===== src/sv/frr_pkg.sv =====
// ----------------------------------------------------------------------------
// First-match range recoder: shared definitions
// Field widths, rule kinds, register indexes and the beat structures that
// pass between the pipeline stages.
// ----------------------------------------------------------------------------
package frr_pkg;

   localparam int RULES_DEFAULT = 16;
   // Rules are resolved in groups of this size; GROUP_IDX_W sets the hit_rule width.
   localparam int GROUP_SIZE    = 16;
   localparam int GROUP_IDX_W   = 4;
   localparam int DATA_W        = 32;
   localparam int INDEX_W       = 4;
   localparam int KIND_W        = 3;
   localparam int COUNT_W       = 5;
   localparam int REQ_TDATA_W   = 144;
   localparam int RSP_TDATA_W   = 40;
   localparam int CSR_INDEX_W   = 1;
   localparam int CSR_DATA_W    = 5;

   localparam logic signed [DATA_W-1:0] SYSMIS = 32'sh8000_0000;

   typedef enum logic [KIND_W-1:0] {
      KIND_SINGLE  = 3'd0,
      KIND_RANGE   = 3'd1,
      KIND_SYSMIS  = 3'd2,
      KIND_MISSING = 3'd3,
      KIND_ELSE    = 3'd4
   } kind_type;

   typedef enum logic {
      ACT_WRITE  = 1'b0,
      ACT_RECODE = 1'b1
   } action_type;

   typedef enum logic [CSR_INDEX_W-1:0] {
      CSR_RULE_COUNT = 1'b0,
      CSR_SEPARATE   = 1'b1
   } csr_index_type;

   typedef struct packed {
      action_type                action;
      logic [INDEX_W-1:0]        rule_index;
      logic [KIND_W-1:0]         rule_kind;
      logic signed [DATA_W-1:0]  low_bound;
      logic signed [DATA_W-1:0]  high_bound;
      logic                      copy_sample;
      logic signed [DATA_W-1:0]  out_constant;
      logic signed [DATA_W-1:0]  sample;
      logic                      is_user_missing;
   } req_type;

   typedef struct packed {
      logic signed [DATA_W-1:0]  result_value;
      logic                      write_dest;
      logic                      matched;
      logic [GROUP_IDX_W-1:0]    hit_rule;
   } rsp_type;

endpackage


===== src/sv/frr_match.sv =====
// ----------------------------------------------------------------------------
// Rule table and match stage
// Holds the rule entries, applies rule writes as they pass, and tests every
// rule in use against the sample of a recode beat.
// ----------------------------------------------------------------------------
module frr_match #(
   parameter int RULES = frr_pkg::RULES_DEFAULT
) (
   input  logic                                 clock,
   input  logic                                 reset,
   input  logic                                 in_valid,
   output logic                                 in_ready,
   input  frr_pkg::req_type                     in_data,
   input  logic [frr_pkg::COUNT_W-1:0]          rule_count,
   output logic                                 out_valid,
   input  logic                                 out_ready,
   output logic [RULES-1:0]                     out_match,
   output logic signed [frr_pkg::DATA_W-1:0]    out_sample,
   output logic                                 copy_tab [RULES],
   output logic signed [frr_pkg::DATA_W-1:0]    const_tab [RULES]
);

   logic [frr_pkg::KIND_W-1:0]         kind_ff  [RULES];
   logic signed [frr_pkg::DATA_W-1:0]  low_ff   [RULES];
   logic signed [frr_pkg::DATA_W-1:0]  high_ff  [RULES];
   logic                               copy_ff  [RULES];
   logic signed [frr_pkg::DATA_W-1:0]  const_ff [RULES];

   logic                               valid_ff, valid_in;
   logic [RULES-1:0]                   match_ff, match_in;
   logic signed [frr_pkg::DATA_W-1:0]  sample_ff, sample_in;
   logic [RULES-1:0]                   kind_hit;
   logic                               advance, is_recode, is_write;

   assign in_ready  = !valid_ff || out_ready;
   assign advance   = in_valid && in_ready;
   assign is_recode = (in_data.action == frr_pkg::ACT_RECODE);
   // Writes beyond the table are dropped here.
   assign is_write  = advance && !is_recode && (int'(in_data.rule_index) < RULES);

   always_comb begin
      for (int r = 0; r < RULES; r++) begin
         case (kind_ff[r])
            frr_pkg::KIND_SINGLE:  kind_hit[r] = (in_data.sample == low_ff[r]);
            frr_pkg::KIND_RANGE:   kind_hit[r] = (low_ff[r] <= in_data.sample) &&
                                                 (in_data.sample <= high_ff[r]);
            frr_pkg::KIND_SYSMIS:  kind_hit[r] = (in_data.sample == frr_pkg::SYSMIS);
            frr_pkg::KIND_MISSING: kind_hit[r] = in_data.is_user_missing ||
                                                 (in_data.sample == frr_pkg::SYSMIS);
            frr_pkg::KIND_ELSE:    kind_hit[r] = 1'b1;
            default:               kind_hit[r] = 1'b0;
         endcase
         // Rules at or past the count in use never match; a count above the
         // table size therefore acts as the full table.
         match_in[r] = kind_hit[r] && (int'(rule_count) > r);
      end
   end

   always_comb begin
      valid_in  = valid_ff;
      sample_in = sample_ff;
      if (in_ready) begin
         valid_in = in_valid && is_recode;
      end
      if (advance && is_recode) begin
         sample_in = in_data.sample;
      end
   end

   always_ff @(posedge clock) begin
      if (reset) begin
         valid_ff <= 1'b0;
      end else begin
         valid_ff <= valid_in;
      end
   end

   always_ff @(posedge clock) begin
      sample_ff <= sample_in;
      if (advance && is_recode) begin
         match_ff <= match_in;
      end
   end

   // Table entries are written as the write beat leaves the input register,
   // so earlier recode beats have already taken their match vector.
   always_ff @(posedge clock) begin
      for (int r = 0; r < RULES; r++) begin
         if (is_write && (int'(in_data.rule_index) == r)) begin
            kind_ff[r]  <= in_data.rule_kind;
            low_ff[r]   <= in_data.low_bound;
            high_ff[r]  <= in_data.high_bound;
            copy_ff[r]  <= in_data.copy_sample;
            const_ff[r] <= in_data.out_constant;
         end
      end
   end

   assign out_valid  = valid_ff;
   assign out_match  = match_ff;
   assign out_sample = sample_ff;

   always_comb begin
      for (int r = 0; r < RULES; r++) begin
         copy_tab[r]  = copy_ff[r];
         const_tab[r] = const_ff[r];
      end
   end

endmodule


===== src/sv/frr_group.sv =====
// ----------------------------------------------------------------------------
// Group resolve stage
// Finds the first matching rule inside each group of sixteen and picks that
// rule's output value.
// ----------------------------------------------------------------------------
module frr_group #(
   parameter  int RULES      = frr_pkg::RULES_DEFAULT,
   localparam int GroupCount = (RULES + frr_pkg::GROUP_SIZE - 1) / frr_pkg::GROUP_SIZE
) (
   input  logic                                 clock,
   input  logic                                 reset,
   input  logic                                 in_valid,
   output logic                                 in_ready,
   input  logic [RULES-1:0]                     in_match,
   input  logic signed [frr_pkg::DATA_W-1:0]    in_sample,
   input  logic                                 copy_tab [RULES],
   input  logic signed [frr_pkg::DATA_W-1:0]    const_tab [RULES],
   output logic                                 out_valid,
   input  logic                                 out_ready,
   output logic [GroupCount-1:0]                out_hit,
   output logic [frr_pkg::GROUP_IDX_W-1:0]      out_idx [GroupCount],
   output logic signed [frr_pkg::DATA_W-1:0]    out_val [GroupCount]
);

   localparam int PadRules   = GroupCount * frr_pkg::GROUP_SIZE;

   logic                               valid_ff, valid_in;
   logic [GroupCount-1:0]              hit_ff, hit_in;
   logic [frr_pkg::GROUP_IDX_W-1:0]    idx_ff [GroupCount];
   logic [frr_pkg::GROUP_IDX_W-1:0]    idx_in [GroupCount];
   logic signed [frr_pkg::DATA_W-1:0]  val_ff [GroupCount];
   logic signed [frr_pkg::DATA_W-1:0]  val_in [GroupCount];
   logic [PadRules-1:0]                match_pad;
   logic signed [frr_pkg::DATA_W-1:0]  rule_val [PadRules];
   logic [frr_pkg::GROUP_SIZE-1:0]     grp_vec   [GroupCount];
   logic [frr_pkg::GROUP_SIZE-1:0]     grp_first [GroupCount];
   logic                               advance;

   assign in_ready = !valid_ff || out_ready;
   assign advance  = in_valid && in_ready;

   always_comb begin
      for (int r = 0; r < PadRules; r++) begin
         if (r < RULES) begin
            match_pad[r] = in_match[r];
            rule_val[r]  = copy_tab[r] ? in_sample : const_tab[r];
         end else begin
            match_pad[r] = 1'b0;
            rule_val[r]  = '0;
         end
      end
   end

   // The lowest set bit of each group is isolated by an and with its
   // two's complement.
   always_comb begin
      for (int g = 0; g < GroupCount; g++) begin
         grp_vec[g]   = match_pad[g*frr_pkg::GROUP_SIZE +: frr_pkg::GROUP_SIZE];
         grp_first[g] = grp_vec[g] & (~grp_vec[g] + frr_pkg::GROUP_SIZE'(1));
         hit_in[g]    = |grp_vec[g];
         idx_in[g]    = '0;
         val_in[g]    = '0;
         for (int j = 0; j < frr_pkg::GROUP_SIZE; j++) begin
            if (grp_first[g][j]) begin
               idx_in[g] = idx_in[g] | frr_pkg::GROUP_IDX_W'(j);
               val_in[g] = val_in[g] | rule_val[g*frr_pkg::GROUP_SIZE + j];
            end
         end
      end
   end

   always_comb begin
      valid_in = valid_ff;
      if (in_ready) begin
         valid_in = in_valid;
      end
   end

   always_ff @(posedge clock) begin
      if (reset) begin
         valid_ff <= 1'b0;
      end else begin
         valid_ff <= valid_in;
      end
   end

   always_ff @(posedge clock) begin
      if (advance) begin
         hit_ff <= hit_in;
         for (int g = 0; g < GroupCount; g++) begin
            idx_ff[g] <= idx_in[g];
            val_ff[g] <= val_in[g];
         end
      end
   end

   assign out_valid = valid_ff;
   assign out_hit   = hit_ff;

   always_comb begin
      for (int g = 0; g < GroupCount; g++) begin
         out_idx[g] = idx_ff[g];
         out_val[g] = val_ff[g];
      end
   end

endmodule


===== src/sv/frr_select.sv =====
// ----------------------------------------------------------------------------
// Final select and output register
// Picks the first group that hit, applies the no-match policy and holds the
// result beat until the receiver takes it.
// ----------------------------------------------------------------------------
module frr_select #(
   parameter  int RULES      = frr_pkg::RULES_DEFAULT,
   localparam int GroupCount = (RULES + frr_pkg::GROUP_SIZE - 1) / frr_pkg::GROUP_SIZE
) (
   input  logic                                 clock,
   input  logic                                 reset,
   input  logic                                 in_valid,
   output logic                                 in_ready,
   input  logic [GroupCount-1:0]                in_hit,
   input  logic [frr_pkg::GROUP_IDX_W-1:0]      in_idx [GroupCount],
   input  logic signed [frr_pkg::DATA_W-1:0]    in_val [GroupCount],
   input  logic                                 separate,
   output logic                                 out_valid,
   input  logic                                 out_ready,
   output frr_pkg::rsp_type                     out_data
);

   logic                               valid_ff, valid_in;
   frr_pkg::rsp_type                   rsp_ff, rsp_in;
   logic [GroupCount-1:0]              first_grp;
   logic [frr_pkg::GROUP_IDX_W-1:0]    sel_idx;
   logic signed [frr_pkg::DATA_W-1:0]  sel_val;
   logic                               any_hit, advance;

   assign in_ready = !valid_ff || out_ready;
   assign advance  = in_valid && in_ready;
   assign any_hit  = |in_hit;

   always_comb begin
      first_grp = in_hit & (~in_hit + GroupCount'(1));
      sel_idx   = '0;
      sel_val   = '0;
      for (int g = 0; g < GroupCount; g++) begin
         if (first_grp[g]) begin
            sel_idx = sel_idx | in_idx[g];
            sel_val = sel_val | in_val[g];
         end
      end
   end

   // Without a match, a separate destination receives system-missing and a
   // shared one is left untouched.
   always_comb begin
      rsp_in.matched      = any_hit;
      rsp_in.hit_rule     = any_hit ? sel_idx : '0;
      rsp_in.write_dest   = any_hit || separate;
      if (any_hit) begin
         rsp_in.result_value = sel_val;
      end else if (separate) begin
         rsp_in.result_value = frr_pkg::SYSMIS;
      end else begin
         rsp_in.result_value = '0;
      end
   end

   always_comb begin
      valid_in = valid_ff;
      if (in_ready) begin
         valid_in = in_valid;
      end
   end

   always_ff @(posedge clock) begin
      if (reset) begin
         valid_ff <= 1'b0;
      end else begin
         valid_ff <= valid_in;
      end
   end

   always_ff @(posedge clock) begin
      if (advance) begin
         rsp_ff <= rsp_in;
      end
   end

   assign out_valid = valid_ff;
   assign out_data  = rsp_ff;

`ifndef SYNTH
   a_miss_index_zero : assert property (@(posedge clock) disable iff (reset)
      (valid_ff && !rsp_ff.matched) |-> (rsp_ff.hit_rule == '0))
      else $error("hit_rule is not zero on a miss");

   a_hit_writes : assert property (@(posedge clock) disable iff (reset)
      (valid_ff && rsp_ff.matched) |-> rsp_ff.write_dest)
      else $error("matched result does not write the destination");

   a_unwritten_zero : assert property (@(posedge clock) disable iff (reset)
      (valid_ff && !rsp_ff.write_dest) |-> (rsp_ff.result_value == '0))
      else $error("unwritten result carries a non-zero value");
`endif

endmodule


===== src/sv/first_match_range_recode_top.sv =====
// ----------------------------------------------------------------------------
// First-match range recoder: top level
// Rule table with ordered first-match search over one sample per beat.
// ----------------------------------------------------------------------------
// Usage:
//   The req_ channel carries two kinds of beat, selected by req_tuser. A rule
//   write stores one rule entry and gives no result. A recode beat searches
//   rules from entry zero up to the rule count and returns one rsp_ beat with
//   the first match's output, or the no-match policy of the csr registers.
//   A rule write takes effect for every recode beat accepted after it.
//   The csr_ port writes the rule count and the separate-destination flag;
//   users write it only while no beat is in flight; the block does not check.
//   After acceptance the beat passes the input register, the match stage over
//   all rules, the group resolve and the final select and output register in
//   turn before rsp_tvalid rises.
//   One beat is accepted every cycle while the receiver takes them.
//   When rsp_tready is low the stages fill one by one and req_tready falls
//   once every stage holds a beat; nothing is dropped or repeated.
//   Reset clears the valid bits and both registers; the rule table keeps its
//   contents and must be loaded before use.
// ----------------------------------------------------------------------------
module first_match_range_recode_top #(
   parameter int RULES = frr_pkg::RULES_DEFAULT
) (
   input  logic                                  clock,
   input  logic                                  reset,
   input  logic                                  req_tvalid,
   output logic                                  req_tready,
   // rule_index, rule_kind, low_bound, high_bound, copy_sample, out_constant,
   // sample, is_user_missing, zero padding
   input  logic [frr_pkg::REQ_TDATA_W-1:0]       req_tdata,
   // action
   input  logic [0:0]                            req_tuser,
   output logic                                  rsp_tvalid,
   input  logic                                  rsp_tready,
   // result_value, write_dest, matched, hit_rule, zero padding
   output logic [frr_pkg::RSP_TDATA_W-1:0]       rsp_tdata,
   input  logic                                  csr_we,
   input  logic [frr_pkg::CSR_INDEX_W-1:0]       csr_index,
   input  logic [frr_pkg::CSR_DATA_W-1:0]        csr_wdata
);

   localparam int GroupCount = (RULES + frr_pkg::GROUP_SIZE - 1) / frr_pkg::GROUP_SIZE;

   logic [frr_pkg::COUNT_W-1:0]        rule_count_ff, rule_count_in;
   logic                               separate_ff, separate_in;
   logic                               s1_valid_ff, s1_valid_in;
   frr_pkg::req_type                   s1_data_ff, req_data;
   logic                               s1_ready;

   logic                               m_valid, m_ready;
   logic [RULES-1:0]                   m_match;
   logic signed [frr_pkg::DATA_W-1:0]  m_sample;
   logic                               copy_tab  [RULES];
   logic signed [frr_pkg::DATA_W-1:0]  const_tab [RULES];

   logic                               g_valid, g_ready;
   logic [GroupCount-1:0]              g_hit;
   logic [frr_pkg::GROUP_IDX_W-1:0]    g_idx [GroupCount];
   logic signed [frr_pkg::DATA_W-1:0]  g_val [GroupCount];

   frr_pkg::rsp_type                   rsp_data;

   always_comb begin
      rule_count_in = rule_count_ff;
      separate_in   = separate_ff;
      if (csr_we) begin
         case (frr_pkg::csr_index_type'(csr_index))
            frr_pkg::CSR_RULE_COUNT: rule_count_in = csr_wdata;
            frr_pkg::CSR_SEPARATE:   separate_in   = csr_wdata[0];
            default: ;
         endcase
      end
   end

   always_ff @(posedge clock) begin
      if (reset) begin
         rule_count_ff <= '0;
         separate_ff   <= 1'b0;
      end else begin
         rule_count_ff <= rule_count_in;
         separate_ff   <= separate_in;
      end
   end

   always_comb begin
      req_data.action          = frr_pkg::action_type'(req_tuser[0]);
      req_data.rule_index      = req_tdata[3:0];
      req_data.rule_kind       = req_tdata[6:4];
      req_data.low_bound       = req_tdata[38:7];
      req_data.high_bound      = req_tdata[70:39];
      req_data.copy_sample     = req_tdata[71];
      req_data.out_constant    = req_tdata[103:72];
      req_data.sample          = req_tdata[135:104];
      req_data.is_user_missing = req_tdata[136];
   end

   assign req_tready = !s1_valid_ff || s1_ready;

   always_comb begin
      s1_valid_in = s1_valid_ff;
      if (req_tready) begin
         s1_valid_in = req_tvalid;
      end
   end

   always_ff @(posedge clock) begin
      if (reset) begin
         s1_valid_ff <= 1'b0;
      end else begin
         s1_valid_ff <= s1_valid_in;
      end
   end

   always_ff @(posedge clock) begin
      if (req_tvalid && req_tready) begin
         s1_data_ff <= req_data;
      end
   end

   frr_match #(.RULES(RULES)) u_match (
      .clock      (clock),
      .reset      (reset),
      .in_valid   (s1_valid_ff),
      .in_ready   (s1_ready),
      .in_data    (s1_data_ff),
      .rule_count (rule_count_ff),
      .out_valid  (m_valid),
      .out_ready  (m_ready),
      .out_match  (m_match),
      .out_sample (m_sample),
      .copy_tab   (copy_tab),
      .const_tab  (const_tab)
   );

   frr_group #(.RULES(RULES)) u_group (
      .clock     (clock),
      .reset     (reset),
      .in_valid  (m_valid),
      .in_ready  (m_ready),
      .in_match  (m_match),
      .in_sample (m_sample),
      .copy_tab  (copy_tab),
      .const_tab (const_tab),
      .out_valid (g_valid),
      .out_ready (g_ready),
      .out_hit   (g_hit),
      .out_idx   (g_idx),
      .out_val   (g_val)
   );

   frr_select #(.RULES(RULES)) u_select (
      .clock     (clock),
      .reset     (reset),
      .in_valid  (g_valid),
      .in_ready  (g_ready),
      .in_hit    (g_hit),
      .in_idx    (g_idx),
      .in_val    (g_val),
      .separate  (separate_ff),
      .out_valid (rsp_tvalid),
      .out_ready (rsp_tready),
      .out_data  (rsp_data)
   );

   assign rsp_tdata = {2'b00, rsp_data.hit_rule, rsp_data.matched,
                       rsp_data.write_dest, rsp_data.result_value};

`ifndef SYNTH
   a_reset_no_result : assert property (@(posedge clock)
      reset |=> !rsp_tvalid)
      else $error("result beat presented straight after reset");
`endif

endmodule

===== config.mk =====
export PLATFORM = sky130hd
export DESIGN_NAME = first_match_range_recode_top
export DESIGN_NICKNAME = d
export VERILOG_FILES = /design/src/sv/frr_pkg.sv /design/src/sv/frr_match.sv /design/src/sv/frr_group.sv /design/src/sv/frr_select.sv /design/src/sv/first_match_range_recode_top.sv
export SDC_FILE = /design/constraint.sdc
export NUM_CORES = 2
export LEC_CHECK = 0
export BUFFER_PORTS_ARGS = -buffer_cell sky130_fd_sc_hd__buf_2
export CELL_PAD_IN_SITES_DETAIL_PLACEMENT = 1
export CELL_PAD_IN_SITES_GLOBAL_PLACEMENT = 2
export CORE_ASPECT_RATIO = 0.6
export CORE_MARGIN = 2
export CORE_UTILIZATION = 50
export CTS_BUF_LIST = sky130_fd_sc_hd__clkbuf_2 sky130_fd_sc_hd__clkbuf_4 sky130_fd_sc_hd__clkbuf_8
export DETAILED_ROUTE_END_ITERATION = 8
export PLACE_DENSITY_LB_ADDON = 0.08
export SLEW_MARGIN = 5
export SYNTH_ARGS = -nofsm -noshare
export SYNTH_HDL_FRONTEND = slang
export SYNTH_SLANG_ARGS = --single-unit

===== constraint.sdc =====
create_clock -name clock -period 18.6 [get_ports clock]
set_input_delay 0 -clock clock [delete_from_list [all_inputs] [get_ports clock]]
set_output_delay 0 -clock clock [all_outputs]
set_load 0.05 [all_outputs]

After elaboration in Yosys (flattened, before gate mapping)
Memory sizes are Yosys's and may differ from the RTL's. A register that Yosys moved wholly into a read port is not among the register bits.
Cells that the tools add are included.
Operators by class
  $add $sub $neg: 2
  $lt $le $gt $ge: 48
  equal/unequal tests: 96
  muxes and demuxes: 325
  bitwise gates (word level): 20
  reductions and logical operators: 163
Operators with widths (number)
  32-bit two-way mux: 80
  32-bit OR reduction: 45
  32-bit less-or-equal comparator: 32
  32-bit equality test: 16
  32-bit OR: 15
  4-bit two-way mux: 83
  1-bit two-way mux: 125
  3-bit by 2-bit equality test with 1-bit output (second input constant): 32
  1-bit one-hot mux with 5 select lines: 16
  3-bit two-way mux: 19
  1-bit logical AND: 55
  3-bit by 1-bit equality test with 1-bit output (second input constant): 16
  3-bit equality test (second input constant): 16
  3-bit logical NOT: 16
  3-bit OR reduction: 15
  5-bit by 4-bit > comparator with 1-bit output (second input constant): 8
  32-bit equality test (second input constant): 1
  4-bit equality test (second input constant): 8
  5-bit by 3-bit > comparator with 1-bit output (second input constant): 4
  16-bit by 1-bit adder with 16-bit output (second input constant): 1
  16-bit AND: 1
  4-bit by 3-bit equality test with 1-bit output (second input constant): 4
  16-bit NOT: 1
  16-bit OR reduction: 1
  13 further kinds: 44
Storage, ports and cells
  register bits after elaboration: 231
  RAM bits: 1636
  input bits: 156
  output and inout port bits: 42
  word-level logic and storage cells: 682
  memories kept: 7
Memory list
  u_match.const_ff: words 16, bits a word 32, read ports 16, clocked after Yosys merged registers in 0, write ports 1, RTL line frr_match.sv:27  | logic signed [frr_pkg::DATA_W-1:0] const_ff [RULES];
  u_match.high_ff: words 16, bits a word 32, read ports 16, clocked after Yosys merged registers in 0, write ports 1, RTL line frr_match.sv:25  | logic signed [frr_pkg::DATA_W-1:0] high_ff [RULES];
  u_match.low_ff: words 16, bits a word 32, read ports 16, clocked after Yosys merged registers in 0, write ports 1, RTL line frr_match.sv:24  | logic signed [frr_pkg::DATA_W-1:0] low_ff [RULES];
  u_match.kind_ff: words 16, bits a word 3, read ports 16, clocked after Yosys merged registers in 0, write ports 1, RTL line frr_match.sv:23  | logic [frr_pkg::KIND_W-1:0] kind_ff [RULES];
  u_group.val_ff: words 1, bits a word 32, read ports 1, clocked after Yosys merged registers in 0, write ports 1, RTL line frr_group.sv:31  | logic signed [frr_pkg::DATA_W-1:0] val_ff [GroupCount];
  u_match.copy_ff: words 16, bits a word 1, read ports 16, clocked after Yosys merged registers in 0, write ports 1, RTL line frr_match.sv:26  | logic copy_ff [RULES];
  1 more memories

Depth between registers and ports, before layout
  depth in word-level cells: 34
  depth in mapped cells: 11
  gate-level depth less buffers: 10

By module
A second synthesis with hierarchy kept.
Second synthesis, totals
  cells, all modules: 6516
  area, all modules: 90463.0 um2
Modules (own cells, without submodules)
  frr_match: instances 1, cells an instance 5054, area each 74667.9 um2, sequential area each 49507.5 um2
  frr_group: instances 1, cells an instance 1207, area each 9848.2 um2, sequential area each 1131.1 um2
  first_match_range_recode_top: instances 1, cells an instance 172, area each 4474.3 um2, sequential area each 4284.1 um2
  frr_select: instances 1, cells an instance 83, area each 1472.7 um2, sequential area each 1161.1 um2

Worst setup path after synthesis
OpenSTA, ideal clock, no wires.
  path type: register to register
  start: reg u_select.valid_ff, in the netlist u_select.out_valid
  end: mem u_match.const_ff[0][0] in the netlist's numbering (enable)
  setup time: 0.681 ns
  arrival: 8.307 ns
  data required time: 17.919 ns
  path slack: 9.612 ns
  cell stages (with the launch flop): 7
  path buffers: 0
  period minus slack after synthesis: 8.988 ns
  cell sequence: dfxtp_1 nor2b_1 nand3_1 nand2_1 or2_2 or3_1 nor3_1
Between the ends
  longest elaborated chain between the ends: 25
  elaborated cells on any way between the ends: 99
  classes of those cells: mux: 62; reduce/logical: 37
Ends and longest elaborated chain
  start: declaration: RTL line frr_select.sv:23  | logic valid_ff, valid_in;
  start signal: assignment: RTL line frr_select.sv:72  | valid_ff <= valid_in;
  1-bit logical NOT (*): RTL line frr_select.sv:30  | assign in_ready = !valid_ff || out_ready;
  1-bit logical OR (*): RTL line frr_select.sv:30
  1-bit logical OR (*): RTL line frr_group.sv:39  | assign in_ready = !valid_ff || out_ready;
  1-bit logical OR (*): RTL line frr_match.sv:35  | assign in_ready = !valid_ff || out_ready;
  1-bit logical AND (*): RTL line frr_match.sv:36  | assign advance = in_valid && in_ready;
  1-bit logical AND (*): RTL line frr_match.sv:39  | assign is_write = advance && !is_recode && (int'(in_data.rule_index) < RULES);
  1-bit logical AND: RTL line frr_match.sv:89  | if (is_write && (int'(in_data.rule_index) == r)) begin
  1-bit two-way mux: RTL line frr_match.sv:89
  1-bit two-way mux (implied by the code): RTL line frr_match.sv:94  | const_ff[r] <= in_data.out_constant;
  32-bit OR reduction (no source line)
  4-bit two-way mux (no source line) / 1-bit two-way mux (equally long branches) (15 in series)
  end: declaration: RTL line frr_match.sv:27
Mark *: on every way between the ends. The rest lies on a longest branch, timed or not.

Worst setup path after layout
  start: reg s1_data_ff[32] in the netlist's numbering
  end: reg u_match.match_ff[9], in the netlist u_match.out_match[9] (data pin)
Between the ends
  longest elaborated chain between the ends: 4
  elaborated cells on any way between the ends: 8
  classes of those cells: order compare: 2; eq/ne: 2; mux: 1; reduce/logical: 3
Ends and longest elaborated chain
  start: declaration: RTL line first_match_range_recode_top.sv:48  | frr_pkg::req_type s1_data_ff, req_data;
  start signal: assignment: RTL line first_match_range_recode_top.sv:117  | s1_data_ff <= req_data;
  32-bit less-or-equal comparator, or another cell as far along: RTL line frr_match.sv:45  | frr_pkg::KIND_RANGE: kind_hit[r] = (low_ff[r] <= in_data.sample) &&
  1-bit logical AND / 1-bit logical OR (equally long branches): RTL line frr_match.sv:45, frr_match.sv:48
  1-bit one-hot mux with 5 select lines (*): RTL line frr_match.sv:43  | case (kind_ff[r])
  1-bit logical AND (*): RTL line frr_match.sv:55  | match_in[r] = kind_hit[r] && (int'(rule_count) > r);
  net u_match.match_in[9]: RTL line frr_match.sv:30  | logic [RULES-1:0] match_ff, match_in;
  end signal: assignment: RTL line frr_match.sv:81  | match_ff <= match_in;
  end: declaration: RTL line frr_match.sv:30
Mark *: on every way through the listed nets, which the timed path passes. The rest lies on a longest branch.
A chain may end at the register's enable or synchronous reset.

==> metrics <==
status finished clean; synth warn 0; Syn Std Cell Area 90,300 um2; vias in the first global route 61,900; RSZ-0062 raised after global routing false; crit path kind register to register; Clock Power Share 38.5%; Final Cycle Share 26.8%; final setup violation count 0; Worst-Margin Slew 1360 ps; Synth Flop Type edfxtp_1; grt ovf 0; Max clock buf depth 4; minimum clock period 4990 ps; Power per Cell Area 87.2 nW/um2; Starting Density 50.5%; CP max FO 19; NetSw 2290 uW; Yosys reg bits 1,871; Worst Path Required 19,250 ps; Synth async-reset ratio 0%; Num CTS Buffers 302; first-pass GRT wire length 426,000 um; Worst-Skew Late Latency 960 ps; vias per inst 6.18; Rel. slew slack 8.60%; Worst Clk Skew 66.4 ps; Post-synth EDFFs 1,861; CP Launch Type register; Leak 0.0410 uW; CTS H-tree depth 5; reg2reg path depth 9; clock sink total 1,871; Max IR drop VDD 66.3 uV; iteration-0 DRC count of the detailed router 7,169; Netlist cell types 74; switch share 25.4%; Synth-to-Final Area Change 14.7%; Slew Viols, Final 0; Combinational Power Share 7.8%; part of the power in registers 53.8%; final hold slack 142 ps; via count 60,800; antenna violations before repair 8; clock slew at reported path FFs 60 ps; total track usage 32.1%; area of the die 184,000 um2; final WL 299,000 um; post-CTS sizing 0; setup_tns 0 ps; CP arrival 5650 ps; Die H 333 um; port bufs 188; Setup Buffers After CTS 0; register area share after synthesis 62.1%; commonest non-fill, non-tap cell in the layout edfxtp_1; Core Area 179,000 um2; fin nets 8,420; GPL Wtd Cong 0.861; worst hold-check path type input port to register; drt pass-1 iters 6; max-cap violation count 0; most frequent cells in the layout edfxtp_1, ha_1, inv_1; Hold Crit Depth 5; syn avg cell area 14.0 um2; crit end category register; Die X 553 um; routed length per placed instance 30.4 um; largest net degree at the start of global routing 101; Ports 198; Post-Syn Instances 6,458; Core Rows 120; CTS tree built; Peak Freq 0.200 GHz; root buffer cell clkbuf_8; Final ANT Viol Nets 0; P_int 6740 uW; Total Power 9030 uW; Hold Vio Cnt, Final 0; share of cells above drive strength 1 12.4%; Residual DRC 0; DP HPWL 189,000 um
## worst max-delay path, stage by stage (launching register included)
cell and delay [ps]:
edfxtp_1 340, buf_4 440, inv_1 570, ha_1 550
nand4_1 310, nor4_2 920, o41ai_1 510, a41oi_1 440
a211oi_1 140, o311a_1 410
## cells in the mapped netlist (7+ instances only)
cell type  count  area share, %
a2111o_1      11           0.14
a2111oi_0     13           0.13
a211oi_1      27           0.22
a21boi_0      12           0.10
a21o_1       150            1.2
a21oi_1      467            2.6
a221oi_1      12           0.12
a31oi_1       23           0.16
and2_1        38           0.26
and3_1         8          0.055
and4_1        15           0.15
buf_1         11          0.046
buf_2         11          0.061
clkbuf_1     140           0.58
dfxtp_1       10           0.22
edfxtp_1    1861             62
ha_1        1024             14
inv_1        585            2.4
mux2_1        19           0.24
mux2_2        81            1.0
mux2i_1      404            4.5
nand2_1      271            1.1
nand2b_1      48           0.33
nand3_1       72           0.40
nand4_1      226            1.6
nor2_1       187           0.78
nor2b_1       43           0.30
nor3_1        48           0.27
nor3b_1       12           0.10
nor4_1        74           0.51
o2111ai_1     33           0.32
o211ai_1      80           0.66
o21a_1        23           0.19
o21ai_0      161           0.89
o21bai_1       7          0.058
o221ai_1      66           0.64
o22ai_1       66           0.46
o2bb2ai_1      8          0.078
o31ai_1        7          0.058
or3_1         12          0.083
or4_1         15           0.12
## power by group through the flow
stage	Clock (uW)	Combinational, uW	Sequential (uW)
after floorplan	0	349	4880
after global placement	0	599	4940
after detailed placement	0	634	4950
after CTS	3520	689	4860
after global routing	3710	771	4860
final	3470	702	4860
## cell families after synthesis
logic type	count (synthesis)	synth area share (%)
flip-flops	1871	62.1
AO/OA/AOI/OAI	1204	8.44
AND/OR/NAND/NOR	1098	6.34
adder cells (fa/ha/maj)	1024	14.2
buffers and inverters	749	3.14
multiplexers	504	5.72
XOR/XNOR	7	0.0679
other	1	0.00415
## repair_timing
action | CTS | global route
endpoints found under the hold margin | 167 | 0
hold buffers | 307 | 0
endpoints found under the setup margin | 0 | 0
## routing by layer
layer | GRT usage (%) | share of wire [%] | vias to the layer above
li1 | - | - | 26600
met1 | 49.4 | 46 | 31000
met2 | 43.2 | 39 | 2851
met3 | 9.84 | 12 | 459
met4 | 8.72 | 2.6 | 4
met5 | 0.207 | 0.021 | -
## layout make-up
type                            instances  area (um2)
Fill cell                           17400       75400
Sequential cell                      1871       56100
Multi-Input combinational cell       3839       31600
Timing Repair Buffer                  641        5160
Clock buffer                          411        5020
Tap cell                             2379        2980
Inverter                              585        2200
Clock inverter                        106         526
Antenna cell                            6        15.0
## flip-flops by register name (all words and copies together), names as in the netlist
name and flops:
u_match.out_valid 1, u_match.out_sample 32, u_match.out_match 16, u_group.val_ff 32, u_select.out_valid 1, s1_data_ff 138
separate_ff 1, s1_valid_ff 1, u_match.const_ff 512, u_group.out_valid 1, u_group.out_hit 1, u_match.copy_ff 16
u_select.out_data 38, u_match.low_ff 512, u_group.idx_ff 4, rule_count_ff 5, u_match.high_ff 512, u_match.kind_ff 48
## final timing paths
kind,startpoint,endpoint,slack [ps]
setup reg to reg,s1_data_ff[32]$_DFFE_PP_,u_match.out_match[9]$_DFFE_PP_,13610
hold reg to reg,u_group.val_ff[0][19]$_DFFE_PP_,u_select.out_data[25]$_SDFFCE_PN0P_,500
setup / recovery,s1_data_ff[32]$_DFFE_PP_,u_match.out_match[9]$_DFFE_PP_,13610
hold / removal,rsp_tready,u_match.out_valid$_SDFFE_PP0P_,140
## through the flow
| step | cell area [um2] | setup WS, ps | cells | util, % |
|---|---|---|---|---|
| global placement | 95000 | 13940 | 9007 | 53.1 |
| global route | 104000 | 13490 | 9833 | 57.9 |
| finish | 104000 | 13610 | 9838 | 57.9 |
| detailed placement | 95000 | 13870 | 9007 | 53.1 |
| floorplan | 90300 | 9610 | 6459 | - |
| CTS | 104000 | 13810 | 9831 | 57.9 |
(Power assumes the default switching activity.)
